## config.mk

```make
export PLATFORM = sky130hd
export DESIGN_NAME = ffha_ctrl
export DESIGN_NICKNAME = d
export VERILOG_FILES = /design/src/hdl/ffha_pkg.sv /design/src/hdl/ffha_ctrl.sv
export SDC_FILE = /design/constraint.sdc
export NUM_CORES = 1
export LEC_CHECK = 0
export BUFFER_PORTS_ARGS = -buffer_cell sky130_fd_sc_hd__buf_4
export CORE_MARGIN = 2
export CORE_UTILIZATION = 59
export DETAILED_ROUTE_END_ITERATION = 10
export PLACE_DENSITY = 0.85
export SLEW_MARGIN = 20
export SYNTH_ARGS = -nofsm -noshare
export SYNTH_HDL_FRONTEND = slang
export SYNTH_SLANG_ARGS = --single-unit
```

## constraint.sdc

```tcl
create_clock -name clk -period 4.9 [get_ports clk]
set_input_delay 0.49 -clock clk [delete_from_list [all_inputs] [get_ports clk]]
set_output_delay 0.49 -clock clk [all_outputs]
set_load 0.01 [all_outputs]
```

## src/hdl/ffha_pkg.sv

```systemverilog
// Shared types, codes and constants of the first-fit heap allocator.
package ffha_pkg;

	// Default heap size in words
	localparam int unsigned HEAP_WORDS_DEF = 4096;
	// Slack register value after reset
	localparam logic [7:0] SLACK_RESET = 8'd8;
	// Byte-to-word rounding addend
	localparam int unsigned BYTES_ROUND = 3;

	// Request actions
	localparam logic [1:0] ACT_ALLOC  = 2'd0;
	localparam logic [1:0] ACT_FREE   = 2'd1;
	localparam logic [1:0] ACT_RESIZE = 2'd2;
	// Unused encoding, answered as a bad argument
	localparam logic [1:0] ACT_RSVD   = 2'd3;

	// Result status codes
	localparam logic [1:0] ST_OK      = 2'd0;
	localparam logic [1:0] ST_NO_ROOM = 2'd1;
	localparam logic [1:0] ST_BAD_ARG = 2'd2;
	localparam logic [1:0] ST_IGNORED = 2'd3;

	typedef struct packed {
		logic [1:0]  action;
		logic [14:0] byte_length;
		logic [12:0] payload_address;
	} in_beat_t;

	typedef struct packed {
		logic [1:0]  status;
		logic [12:0] result_address;
		logic [11:0] block_words;
	} out_beat_t;

	typedef enum logic [4:0] {
		S_IDLE, S_DECODE, S_V_RD, S_V_EV, S_V_CHK,
		S_G_FIRST, S_G_CHK, S_G_EV, S_G_TEST, S_G_FIT, S_G_WH,
		S_A_CHK, S_A_EV, S_R_CHK, S_R_EV, S_R_END, S_A_SPL, S_M_FREE, S_FIN
	} state_t;

	typedef enum logic [3:0] {
		OP_NONE, OP_LOAD, OP_WALK, OP_HDR, OP_GROW_START, OP_ACCUM, OP_RESTART,
		OP_RUN_START, OP_SET_GOT_LEN, OP_WR_GROW_SPLIT, OP_WR_GROW_HDR,
		OP_WR_ALLOC_HDR, OP_WR_ALLOC_SPLIT, OP_WR_NEG_P, OP_RES
	} dp_op_t;

	typedef enum logic [1:0] {
		RS_NONE, RS_BASE, RS_P
	} rsel_t;

	// Command from controller to datapath
	typedef struct packed {
		dp_op_t     op;
		logic [1:0] st;
		rsel_t      rsel;
	} dp_cmd_t;

	// Status from datapath to controller
	typedef struct packed {
		logic [1:0] act;
		logic       bytes_zero;
		logic       addr_zero;
		logic       p_in;
		logic       cur_in;
		logic       cur_eq_p;
		logic       cur_gt_p;
		logic       rd_neg;
		logic       hdr_neg;
		logic       len_ge_w;
		logic       rest_ge2;
		logic       grow_split;
	} dp_stat_t;

endpackage

```

## src/hdl/ffha_ctrl.sv

```systemverilog
// Controller state machine of the allocator: sequences validation, grow, and first-fit walks.
module ffha_ctrl (
	input  logic               clk,
	input  logic               arst_n,
	input  logic               in_valid,
	output logic               in_stall,
	output logic               out_valid,
	input  logic               out_stall,
	input  ffha_pkg::dp_stat_t stat,
	output ffha_pkg::dp_cmd_t  cmd
);
	ffha_pkg::state_t state_q, state_d;
	logic [1:0]       st_q, st_d;
	ffha_pkg::rsel_t  rs_q, rs_d;
	logic             out_vld_q;
	logic             move;
	logic             can_emit;
	logic [1:0]       bad_code;

	assign move     = stat.act == ffha_pkg::ACT_RESIZE && !stat.addr_zero;
	assign can_emit = !out_vld_q || !out_stall;
	assign bad_code = (stat.act == ffha_pkg::ACT_FREE) ? ffha_pkg::ST_IGNORED
	                                                   : ffha_pkg::ST_BAD_ARG;
	assign in_stall  = state_q != ffha_pkg::S_IDLE;
	assign out_valid = out_vld_q;

	// Next state
	always_comb begin
		state_d = state_q;
		st_d    = st_q;
		rs_d    = rs_q;
		case (state_q)
			ffha_pkg::S_IDLE: begin
				if (in_valid) state_d = ffha_pkg::S_DECODE;
			end
			ffha_pkg::S_DECODE: begin
				state_d = ffha_pkg::S_FIN;
				rs_d    = ffha_pkg::RS_NONE;
				if (stat.act == ffha_pkg::ACT_FREE) begin
					if (stat.p_in) state_d = ffha_pkg::S_V_RD;
					else st_d = ffha_pkg::ST_IGNORED;
				end else if (stat.act == ffha_pkg::ACT_RSVD || stat.bytes_zero) begin
					st_d = ffha_pkg::ST_BAD_ARG;
				end else if (move) begin
					if (stat.p_in) state_d = ffha_pkg::S_V_RD;
					else st_d = ffha_pkg::ST_BAD_ARG;
				end else begin
					state_d = ffha_pkg::S_A_CHK;
				end
			end
			ffha_pkg::S_V_RD: state_d = ffha_pkg::S_V_EV;
			ffha_pkg::S_V_EV: begin
				if (stat.cur_eq_p) begin
					state_d = ffha_pkg::S_V_CHK;
				end else if (stat.cur_gt_p) begin
					state_d = ffha_pkg::S_FIN;
					st_d    = bad_code;
					rs_d    = ffha_pkg::RS_NONE;
				end else begin
					state_d = ffha_pkg::S_V_RD;
				end
			end
			ffha_pkg::S_V_CHK: begin
				if (stat.hdr_neg) begin
					state_d = ffha_pkg::S_FIN;
					st_d    = bad_code;
					rs_d    = ffha_pkg::RS_NONE;
				end else if (stat.act == ffha_pkg::ACT_FREE) begin
					state_d = ffha_pkg::S_FIN;
					st_d    = ffha_pkg::ST_OK;
					rs_d    = ffha_pkg::RS_NONE;
				end else begin
					state_d = ffha_pkg::S_G_FIRST;
				end
			end
			ffha_pkg::S_G_FIRST: begin
				if (stat.len_ge_w) begin
					state_d = ffha_pkg::S_FIN;
					st_d    = ffha_pkg::ST_OK;
					rs_d    = ffha_pkg::RS_P;
				end else begin
					state_d = ffha_pkg::S_G_CHK;
				end
			end
			ffha_pkg::S_G_CHK: begin
				state_d = stat.cur_in ? ffha_pkg::S_G_EV : ffha_pkg::S_A_CHK;
			end
			ffha_pkg::S_G_EV: begin
				state_d = stat.rd_neg ? ffha_pkg::S_G_TEST : ffha_pkg::S_A_CHK;
			end
			ffha_pkg::S_G_TEST: begin
				state_d = stat.len_ge_w ? ffha_pkg::S_G_FIT : ffha_pkg::S_G_CHK;
			end
			ffha_pkg::S_G_FIT: state_d = ffha_pkg::S_G_WH;
			ffha_pkg::S_G_WH: begin
				state_d = ffha_pkg::S_FIN;
				st_d    = ffha_pkg::ST_OK;
				rs_d    = ffha_pkg::RS_P;
			end
			ffha_pkg::S_A_CHK: begin
				if (stat.cur_in) begin
					state_d = ffha_pkg::S_A_EV;
				end else begin
					state_d = ffha_pkg::S_FIN;
					st_d    = ffha_pkg::ST_NO_ROOM;
					rs_d    = ffha_pkg::RS_NONE;
				end
			end
			ffha_pkg::S_A_EV: begin
				state_d = stat.rd_neg ? ffha_pkg::S_R_CHK : ffha_pkg::S_A_CHK;
			end
			ffha_pkg::S_R_CHK: begin
				state_d = stat.cur_in ? ffha_pkg::S_R_EV : ffha_pkg::S_R_END;
			end
			ffha_pkg::S_R_EV: begin
				state_d = stat.rd_neg ? ffha_pkg::S_R_CHK : ffha_pkg::S_R_END;
			end
			ffha_pkg::S_R_END: begin
				if (!stat.len_ge_w) begin
					state_d = ffha_pkg::S_A_CHK;
				end else if (stat.rest_ge2) begin
					state_d = ffha_pkg::S_A_SPL;
				end else if (move) begin
					state_d = ffha_pkg::S_M_FREE;
				end else begin
					state_d = ffha_pkg::S_FIN;
					st_d    = ffha_pkg::ST_OK;
					rs_d    = ffha_pkg::RS_BASE;
				end
			end
			ffha_pkg::S_A_SPL: begin
				if (move) begin
					state_d = ffha_pkg::S_M_FREE;
				end else begin
					state_d = ffha_pkg::S_FIN;
					st_d    = ffha_pkg::ST_OK;
					rs_d    = ffha_pkg::RS_BASE;
				end
			end
			ffha_pkg::S_M_FREE: begin
				state_d = ffha_pkg::S_FIN;
				st_d    = ffha_pkg::ST_OK;
				rs_d    = ffha_pkg::RS_BASE;
			end
			ffha_pkg::S_FIN: begin
				if (can_emit) state_d = ffha_pkg::S_IDLE;
			end
			default: state_d = ffha_pkg::S_IDLE;
		endcase
	end

	// Datapath commands
	always_comb begin
		cmd.op   = ffha_pkg::OP_NONE;
		cmd.st   = st_q;
		cmd.rsel = rs_q;
		case (state_q)
			ffha_pkg::S_IDLE: begin
				if (in_valid) cmd.op = ffha_pkg::OP_LOAD;
			end
			ffha_pkg::S_V_EV: begin
				if (stat.cur_eq_p) cmd.op = ffha_pkg::OP_HDR;
				else if (!stat.cur_gt_p) cmd.op = ffha_pkg::OP_WALK;
			end
			ffha_pkg::S_V_CHK: begin
				if (!stat.hdr_neg) begin
					cmd.op = (stat.act == ffha_pkg::ACT_FREE) ? ffha_pkg::OP_WR_NEG_P
					                                          : ffha_pkg::OP_GROW_START;
				end
			end
			ffha_pkg::S_G_FIRST: begin
				if (stat.len_ge_w) cmd.op = ffha_pkg::OP_SET_GOT_LEN;
			end
			ffha_pkg::S_G_CHK: begin
				if (!stat.cur_in) cmd.op = ffha_pkg::OP_RESTART;
			end
			ffha_pkg::S_G_EV: begin
				cmd.op = stat.rd_neg ? ffha_pkg::OP_ACCUM : ffha_pkg::OP_RESTART;
			end
			ffha_pkg::S_G_FIT: begin
				cmd.op = stat.grow_split ? ffha_pkg::OP_WR_GROW_SPLIT
				                         : ffha_pkg::OP_SET_GOT_LEN;
			end
			ffha_pkg::S_G_WH:   cmd.op = ffha_pkg::OP_WR_GROW_HDR;
			ffha_pkg::S_A_EV: begin
				cmd.op = stat.rd_neg ? ffha_pkg::OP_RUN_START : ffha_pkg::OP_WALK;
			end
			ffha_pkg::S_R_EV: begin
				if (stat.rd_neg) cmd.op = ffha_pkg::OP_ACCUM;
			end
			ffha_pkg::S_R_END: begin
				if (stat.len_ge_w) cmd.op = ffha_pkg::OP_WR_ALLOC_HDR;
			end
			ffha_pkg::S_A_SPL:  cmd.op = ffha_pkg::OP_WR_ALLOC_SPLIT;
			ffha_pkg::S_M_FREE: cmd.op = ffha_pkg::OP_WR_NEG_P;
			ffha_pkg::S_FIN: begin
				if (can_emit) cmd.op = ffha_pkg::OP_RES;
			end
			default: cmd.op = ffha_pkg::OP_NONE;
		endcase
	end

	// State and result valid
	always_ff @(posedge clk or negedge arst_n) begin
		if (!arst_n) begin
			state_q   <= ffha_pkg::S_IDLE;
			st_q      <= ffha_pkg::ST_OK;
			rs_q      <= ffha_pkg::RS_NONE;
			out_vld_q <= 1'b0;
		end else begin
			state_q <= state_d;
			st_q    <= st_d;
			rs_q    <= rs_d;
			if (cmd.op == ffha_pkg::OP_RES) out_vld_q <= 1'b1;
			else if (!out_stall) out_vld_q <= 1'b0;
		end
	end

endmodule

```

==> metrics <==
grt ovf 0; count of input and output buffers 26; worst r2r src state_q[2]$_DFFE_PN0P_; Highest Clock Rate 0.349 GHz; number of placed cells counting well taps 215; share of flip-flops with an asynchronous set or reset 100%; number of global-route vias before repair 1,225; internal reg-to-reg setup slack 2450 ps; data arrival time at the worst-slack endpoint 2370 ps; IO Pins 27; measured slew at the worst slew-check pin 929 ps; wire length of the first global-routing pass 5860 um; outcome finished, final reports clean; cell mode on critical path sky130_fd_sc_hd__nor2b_1; synthesized netlist cell count 176; worst max-slew margin expressed relative to the limit 38.1%; Max stage delay cell, worst path sky130_fd_sc_hd__dfrtp_1; required time of the worst setup path 4410 ps; total length of routed wires 3520 um; setup fix buffers added after clock tree synthesis 0; Fin Hold WS 44.7 ps; family with the most delay on the worst path flip-flops; starting density of the core 63.4%; number of maximum-capacitance violations 0; warnings from Yosys 0; RSZ-0062 raised after global routing false; core area 0.00198 sq mm; routed len/inst 16.1 um; number of nets in the layout 210; total of fill cells in the finished design 175; critical path fanouts, max 29; critical path class flip-flop to primary output; Via density 6.55; Final Instance Count excl. Fillers 218; Clock Pin Slew Worst Setup and Hold Paths 60 ps; starting DRC count in detailed routing 97; path category of the worst min-delay check primary input to async pin; critical path endpoint category primary output; Detailed Routing Iterations Pass 1 5; share of post-route cells with drive strength above 1 19.9%; Post-synth EDFFs 0; final worst-path cycle share 58.5%; top_reg_cell synth sky130_fd_sc_hd__dfrtp_1; largest buffer count on any clock path 2; Worst R2R End st_q[0]$_DFFE_PN0P_; Buf+Inv Stages, Crit Path 1; number of clock buffers inserted by TritonCTS 3; GPL Wtd Cong 0.931; fraction of the yosys area taken by sequential cells 19.9%; post-CTS resize count 0; TritonCTS clock tree done; Detailed Place HPWL 2600 um; kind of launch point of the worst setup path flip-flop; cell-by-cell listing of the critical path nor2b_1 > nor2b_1 > a41oi_2 > o21ai_1 > or3_1 > buf_4; worst skew pair latency 260 ps; H-tree depth reported by CTS 1; Lkg Pwr 0.559 nW; pin count of the biggest net entering global routing 32; library cell used as clock root buffer sky130_fd_sc_hd__clkbuf_4; number of clock sinks 10; biggest cell delay along the critical path 900 ps; number of hold-slack violations in the final timing report 0; chip height 50.2 um; number of inserted diodes 0; Total Neg Setup Slack 0 ps; nets in the synthesized netlist 193; number of antenna violations at the first check in global routing 0; overall routing resource usage 30.8%; die footprint 0.00252 sq mm; DRC violations left 0; Pins Over Slew Limit 0; remaining antenna violation count 0; die width 50.2 um; total vias in the final route 1,428; FF+latch count, synth 10; Avg Synthesized Cell Area 7.14 sq um; Power Dens Cells 635 mW/mm^2; clock period minus worst slack 2860 ps; maximum ir drop on the vdd rail 0.459 mV; count of unique library cells instantiated by Yosys 51; final worst clock skew 1.78 ps; cell depth of the worst flop-to-flop path 6; hold buffer count at cts 0; number of standard-cell rows in the floorplan 16; final setup violating endpoints 0; layout-stage area growth over the synthesis result 12.5%; combined area of all synthesized cells 0.00126 sq mm
-- cell usage after synthesis (2+ instances only) --
cell	n	area share (%)
sky130_fd_sc_hd__or2_1	2	0.99
sky130_fd_sc_hd__a21oi_1	10	4.0
sky130_fd_sc_hd__buf_2	7	2.8
sky130_fd_sc_hd__nor3_1	7	2.8
sky130_fd_sc_hd__nor2b_1	15	7.5
sky130_fd_sc_hd__a211o_1	2	1.4
sky130_fd_sc_hd__a31oi_1	4	2.0
sky130_fd_sc_hd__o31ai_1	3	1.8
sky130_fd_sc_hd__nor2_1	12	3.6
sky130_fd_sc_hd__mux2_1	2	1.8
sky130_fd_sc_hd__nand3_1	9	3.6
sky130_fd_sc_hd__nand2b_1	5	2.5
sky130_fd_sc_hd__buf_4	2	1.2
sky130_fd_sc_hd__o32a_1	2	1.6
sky130_fd_sc_hd__o22ai_1	3	1.5
sky130_fd_sc_hd__a32oi_1	2	1.4
sky130_fd_sc_hd__dfrtp_1	10	20
sky130_fd_sc_hd__o21ai_1	4	1.6
sky130_fd_sc_hd__o21ai_0	14	5.6
sky130_fd_sc_hd__nor4b_1	2	1.4
sky130_fd_sc_hd__nor2_2	2	0.99
sky130_fd_sc_hd__nand2_1	22	6.6
sky130_fd_sc_hd__mux2i_1	3	2.4
sky130_fd_sc_hd__inv_1	5	1.5
-- cell families (layout without fill, tap and decap cells) --
logic type / count (synthesis) / count (layout) / share of synthesized area [%]
AOI/OAI and AO/OA: 52 / 52 / 27.4
buffers and inverters: 19 / 34 / 8.95
and+or+nand+nor: 88 / 88 / 38.0
xor gates and xnor gates: 1 / 1 / 0.697
muxes: 6 / 6 / 5.07
DFF: 10 / 10 / 19.9
-- state kept, by name, summed over array words and instances (netlist names) --
signal and flops:
out_valid 1, rs_q 2, st_q 2, state_q 5
-- routing by layer --
layer	routed length, um	vias to the layer above	global-route usage, %
li1	-	678	-
met1	1370	639	40.6
met2	1670	107	48.0
met3	437	4	8.93
met4	41	0	10.2
met5	0	-	0
-- final cells by class --
| cell class | count | area, sq um | share of cell area, % |
|---|---|---|---|
| Clock buffer | 3 | 22.5 | 1.59 |
| Inverter | 5 | 18.8 | 1.33 |
| Multi-Input combinational cell | 147 | 895 | 63.2 |
| Sequential cell | 10 | 250 | 17.7 |
| Tap cell | 27 | 33.8 | 2.39 |
| Timing Repair Buffer | 26 | 195 | 13.8 |
-- power breakdown --
part	internal, mW	switching [mW]	total [mW]
logic	0.269	0.304	0.573
registers	0.117	0.154	0.272
clock network	0.0282	0.0254	0.0536
total	0.415	0.483	0.898
-- worst max path at each step --
| stage | from | slack [ps] | cells past startpoint | endpoint |
|---|---|---|---|---|
| after floorplan | state_q[2]$_DFFE_PN0P_ | 2960 | 7 | cmd[4] |
| after global placement | state_q[0]$_DFFE_PN0P_ | 2420 | 6 | cmd[7] |
| after detailed placement | state_q[0]$_DFFE_PN0P_ | 2370 | 6 | cmd[7] |
| after CTS | state_q[0]$_DFFE_PN0P_ | 2090 | 6 | cmd[7] |
| after global routing | state_q[1]$_DFFE_PN0P_ | 1860 | 6 | cmd[6] |
| final | state_q[0]$_DFFE_PN0P_ | 2040 | 6 | cmd[7] |
-- metrics by stage --
step / util (%) / area [sq um] / power [mW] / setup slack [ps]
final: 71.4 / 1420 / 0.898 / 2040
after floorplan: - / 1260 / 0.691 / 2960
after global placement: 70.3 / 1390 / 0.824 / 2420
after global routing: 71.4 / 1420 / 0.983 / 1860
after detailed placement: 70.3 / 1390 / 0.832 / 2370
after CTS: 71.4 / 1420 / 0.888 / 2090
-- placed cells by master, fill, tap and decap left out, drive strengths merged, types with 2 or more instances in the layout --
cell type	Yosys	routed
a21oi	10	10
nor3	8	8
inv	5	5
nor2b	15	15
mux2	3	3
dfrtp	10	10
a211o	2	2
buf	12	26
mux2i	3	3
nand2	22	22
a32oi	2	2
nand4	2	2
o31ai	3	3
nand3	9	9
a41oi	2	2
a31oi	4	4
or2	2	2
nor4b	2	2
nor2	14	14
o22ai	3	3
clkbuf	2	3
o32a	2	2
nand2b	5	5
o21ai	18	18
Power figures use the tool's default switching activity.
